===== config.mk =====
export PLATFORM = sky130hd
export DESIGN_NAME = ffrs_ctrl
export DESIGN_NICKNAME = d
export VERILOG_FILES = /design/src/rtl/ffrs_pkg.sv /design/src/rtl/ffrs_ctrl.sv
export SDC_FILE = /design/constraint.sdc
export NUM_CORES = 1
export LEC_CHECK = 0
export BUFFER_PORTS_ARGS = -buffer_cell sky130_fd_sc_hd__buf_2
export CAP_MARGIN = 30
export CORE_AREA = 2 2 39 41
export DETAILED_ROUTE_END_ITERATION = 8
export DIE_AREA = 0 0 41 43
export GPL_ROUTABILITY_DRIVEN = 0
export PLACE_DENSITY_LB_ADDON = 0.2
export SLEW_MARGIN = 10
export SYNTH_ARGS = -nofsm -noshare
export SYNTH_HDL_FRONTEND = slang
export SYNTH_SLANG_ARGS = --single-unit

===== constraint.sdc =====
create_clock -name clock -period 1.2 [get_ports clock]
set_input_delay 0 -clock clock [delete_from_list [all_inputs] [get_ports clock]]
set_output_delay 0 -clock clock [all_outputs]
set_load 0.01 [all_outputs]

===== src/rtl/ffrs_pkg.sv =====
// shared types and constants for the first-fit region search block
package ffrs_pkg;

   localparam int ADDR_BITS    = 48;
   localparam int SLOT_BITS    = 6;
   localparam int COUNT_BITS   = 6;
   localparam int CSR_IDX_BITS = 2;

   localparam logic [ADDR_BITS-1:0] KERNEL_LIMIT_RESET = ADDR_BITS'(1048575);

   localparam logic [CSR_IDX_BITS-1:0] CSR_KERNEL_LIMIT = CSR_IDX_BITS'(0);
   localparam logic [CSR_IDX_BITS-1:0] CSR_MAP_COUNT    = CSR_IDX_BITS'(1);

   typedef enum logic [1:0] {
      CMD_MAP_LOAD    = 2'd0,
      CMD_ALLOC_SET   = 2'd1,
      CMD_ALLOC_CLEAR = 2'd2,
      CMD_SEARCH      = 2'd3
   } cmd_type;

   typedef enum logic [2:0] {
      ST_IDLE,
      ST_MAP_RD,
      ST_MAP_EVAL,
      ST_CHECK,
      ST_SWEEP,
      ST_DRAIN,
      ST_DECIDE
   } state_type;

   typedef struct packed {
      logic search_start;
      logic map_rd;
      logic map_next;
      logic range_start;
      logic sweep_start;
      logic alloc_rd;
      logic jump;
      logic rsp_load;
      logic rsp_found;
   } ctrl_type;

   typedef struct packed {
      logic map_done;
      logic skip_entry;
      logic range_fail;
      logic sweep_last;
      logic have_block;
      logic rsp_free;
   } status_type;

endpackage


===== src/rtl/ffrs_ctrl.sv =====
// search sequencer: walks map entries, overlap checks and table sweeps
module ffrs_ctrl (
   input  logic                 clock,
   input  logic                 reset,
   input  logic                 req_valid,
   input  logic                 req_search,
   output logic                 req_ready,
   input  ffrs_pkg::status_type status,
   output ffrs_pkg::ctrl_type   ctrl
);

   ffrs_pkg::state_type state_ff;
   ffrs_pkg::state_type state_in;

   always_ff @(posedge clock) begin
      if (reset) begin
         state_ff <= ffrs_pkg::ST_IDLE;
      end else begin
         state_ff <= state_in;
      end
   end

   always_comb begin
      state_in  = state_ff;
      ctrl      = '0;
      req_ready = 1'b0;
      case (state_ff)
         ffrs_pkg::ST_IDLE: begin
            // table writes complete on accept, only a search leaves idle
            req_ready = 1'b1;
            if (req_valid && req_search) begin
               ctrl.search_start = 1'b1;
               state_in          = ffrs_pkg::ST_MAP_RD;
            end
         end
         ffrs_pkg::ST_MAP_RD: begin
            if (status.map_done) begin
               if (status.rsp_free) begin
                  ctrl.rsp_load = 1'b1;
                  state_in      = ffrs_pkg::ST_IDLE;
               end
            end else begin
               ctrl.map_rd = 1'b1;
               state_in    = ffrs_pkg::ST_MAP_EVAL;
            end
         end
         ffrs_pkg::ST_MAP_EVAL: begin
            if (status.skip_entry) begin
               ctrl.map_next = 1'b1;
               state_in      = ffrs_pkg::ST_MAP_RD;
            end else begin
               ctrl.range_start = 1'b1;
               state_in         = ffrs_pkg::ST_CHECK;
            end
         end
         ffrs_pkg::ST_CHECK: begin
            if (status.range_fail) begin
               ctrl.map_next = 1'b1;
               state_in      = ffrs_pkg::ST_MAP_RD;
            end else begin
               ctrl.sweep_start = 1'b1;
               state_in         = ffrs_pkg::ST_SWEEP;
            end
         end
         ffrs_pkg::ST_SWEEP: begin
            ctrl.alloc_rd = 1'b1;
            if (status.sweep_last) begin
               state_in = ffrs_pkg::ST_DRAIN;
            end
         end
         ffrs_pkg::ST_DRAIN: begin
            // last table entry is compared in this cycle
            state_in = ffrs_pkg::ST_DECIDE;
         end
         ffrs_pkg::ST_DECIDE: begin
            if (status.have_block) begin
               ctrl.jump = 1'b1;
               state_in  = ffrs_pkg::ST_CHECK;
            end else if (status.rsp_free) begin
               ctrl.rsp_load  = 1'b1;
               ctrl.rsp_found = 1'b1;
               state_in       = ffrs_pkg::ST_IDLE;
            end
         end
         default: begin
            state_in = ffrs_pkg::ST_IDLE;
         end
      endcase
   end

endmodule


==> metrics.txt <==
Final Cell Area=approximately 580 um^2; Via Count=between 400 and 500; Worst-Skew Late Latency=230 ps; status=finished, violations left; cts bufs inserted=3; H-tree lvl count=1; data required time of the worst path=1320 ps; combinational group share of total power=0.292; post-synth top area share=0.195; first-pass GRT wire length=1530 um; leak pwr=roughly 0.31 nW; Reg power frac=0.273; largest register by flop count=state_ff; max reg flops=3; prevailing post-synth register cell=dfxtp_1; largest net degree at the start of global routing=11; antenna viol nets, final=0; FMAX=slightly above 800 MHz; FILL cells=around 140; worst-margin pin slew=roughly 230 ps; Tot GR Track Use=0.127; top cells by count, synth=nor2_1, nor3_1, and3_1; Area growth, synth to finish=88.6%; Synth Warn #=0; boundary pin count=20; Crit Path Max Fanout=6; Rel. slew slack=0.846; final setup skew=0.272 ps; Core Footprint=around 1400 um^2; Avg WL per Cell=10.4 um; die width=approximately 40 um; fin crit period=around 1200 ps; clk sinks=3; die span in y=~43 um; NetSw=107 uW; Final WS setup=-28.6 ps; RSZ-0062 raised after global routing=yes; critical path class=register to register; layout cells sized above 1=0.610; CTS tree=built; post-synthesis sequential area ratio=0.195; final WL=between 900 and 1000 um; crit-path max cell delay=between 300 and 400 ps; failing checks=setup timing; Synth area leaders=dfxtp_1, and3_1, nor3_1; # setup viols final=3; Yosys cell types=23; syn_area_per_cell=~7 um^2; post-layout net count=88; crit start category=register; DIE AREA=1760 um^2; clock network power share=0.435; vias per cell=around 4.7; Largest regs=state_ff (3); starting density of the core=0.222; post-synthesis cell count=between 40 and 50; post-synth net total=54; Synth Register Bits=3; Iteration-0 DRC Markers=8; P_int=~290 uW; Critical Path AT=between 1000 and 1500 ps; max_cap viols=0; vias in the first global route=between 400 and 500; crit end category=register; Cell Chain, Critical Path=buf_4 -> nand2b_1 -> nor3_2 -> a211o_1 -> a21o_1; Clock Tree Root=clkbuf_4; post-layout util=0.420; dpl cell area=approximately 480 um^2; Tcrit/Tclk final=1.02; Net Sw Frac=0.272; PortBufs=19; Slowest cell on crit path=dfxtp_4; drt drc=0; initial antenna violation count=0; EDFF count, synth=0; final slew viol count=0; PD cells=676 nW/um^2; clock slew at reported path FFs=approximately 30 ps; Max Root-Sink Buffers=2; Hold Crit Class=input port to register; drt pass-1 iters=4; ANT cells=0; Pwr Total=between 300 and 400 uW; Synth async-reset ratio=0; Final Hold Violating Endpoints=0; GRT overflow=0; Mapped Area=roughly 300 um^2; largest area contributor in the netlist=dfxtp_1; row count=14; CTS Hold Buffers Added=0; IR drop worst, VDD=between 300 and 400 uV; dpl hpwl=703 um
==> power groups by stage <==
stage / clock (mW) / combinational [mW] / sequential (mW)
finish: 0.171 / 0.114 / 0.107
global route: 0.182 / 0.126 / 0.108
CTS: 0.181 / 0.112 / 0.107
detailed placement: 0 / 0.105 / 0.112
global placement: 0 / 0.105 / 0.113
floorplan: 0 / 0.0513 / 0.109
==> cell type report <==
type                       count  area (um^2)  share of cell area
sequential                     3         71.3               0.123
inverter                       1         3.75             0.00647
timing repair buffer          32          196               0.338
tap                           16         20.0              0.0345
clock buffer                   4         26.3              0.0453
multi-input combinational     37          263               0.453
==> layer usage <==
| metal | global-route usage | vias up | part of all wire |
|---|---|---|---|
| met4 | 0.0800 | 0 | 0 |
| met2 | 0.216 | 10 | 0.57 |
| met3 | 0.0157 | 0 | 0.041 |
| met5 | 0 | - | 0 |
| met1 | 0.137 | 204 | 0.38 |
| li1 | - | 226 | - |
==> worst max-delay path, delay by kind of cell (launching register included) <==
family          cells  cell delay (ps)
flops               1              360
compound gates      2              400
buf+inv             1              160
simple gates        2              210
==> cells in the final DEF (no fill, tap or decap), types with 3 or more instances in the layout <==
cell and instances:
nor3_2 3, buf_4 12, nor2_1 3, dfxtp_4 3
buf_2 19, and3_1 4, clkbuf_4 3
==> cell families after synthesis <==
kind of cell / share of synthesized area
compound gates: 0.216
buf+inv: 0.102
flops: 0.195
mux: 0.0325
simple gates: 0.455
==> per-stage QoR <==
step                setup TNS (ps)  setup slack (ps)  hold WS [ps]  cells
detailed placement           -81.5             -41.2           273     86
finish                       -49.7             -28.6           105     93
global route                  -401              -107           116     93
floorplan                        0              1.62          46.6     44
global placement             -88.3             -54.0           268     86
CTS                          -70.8             -32.9          95.7     92
==> worst paths after layout <==
check              start           to  slack [ps]  depth (start not counted)
min reg2reg  state_ff[2]  state_ff[2]         600                          2
max reg2reg  state_ff[1]  state_ff[1]         -30                          5
max          state_ff[1]  state_ff[1]         -30                          5
min                reset  state_ff[1]         100                          3
==> timing repair <==
action                                  in CTS  in global routing
endpoints found under the setup margin       9                  8
setup buffers                                3                  1
pin swaps                                    2                  4
gates resized for setup                     16                  4
Note: power is estimated with default switching activity, not from simulation.
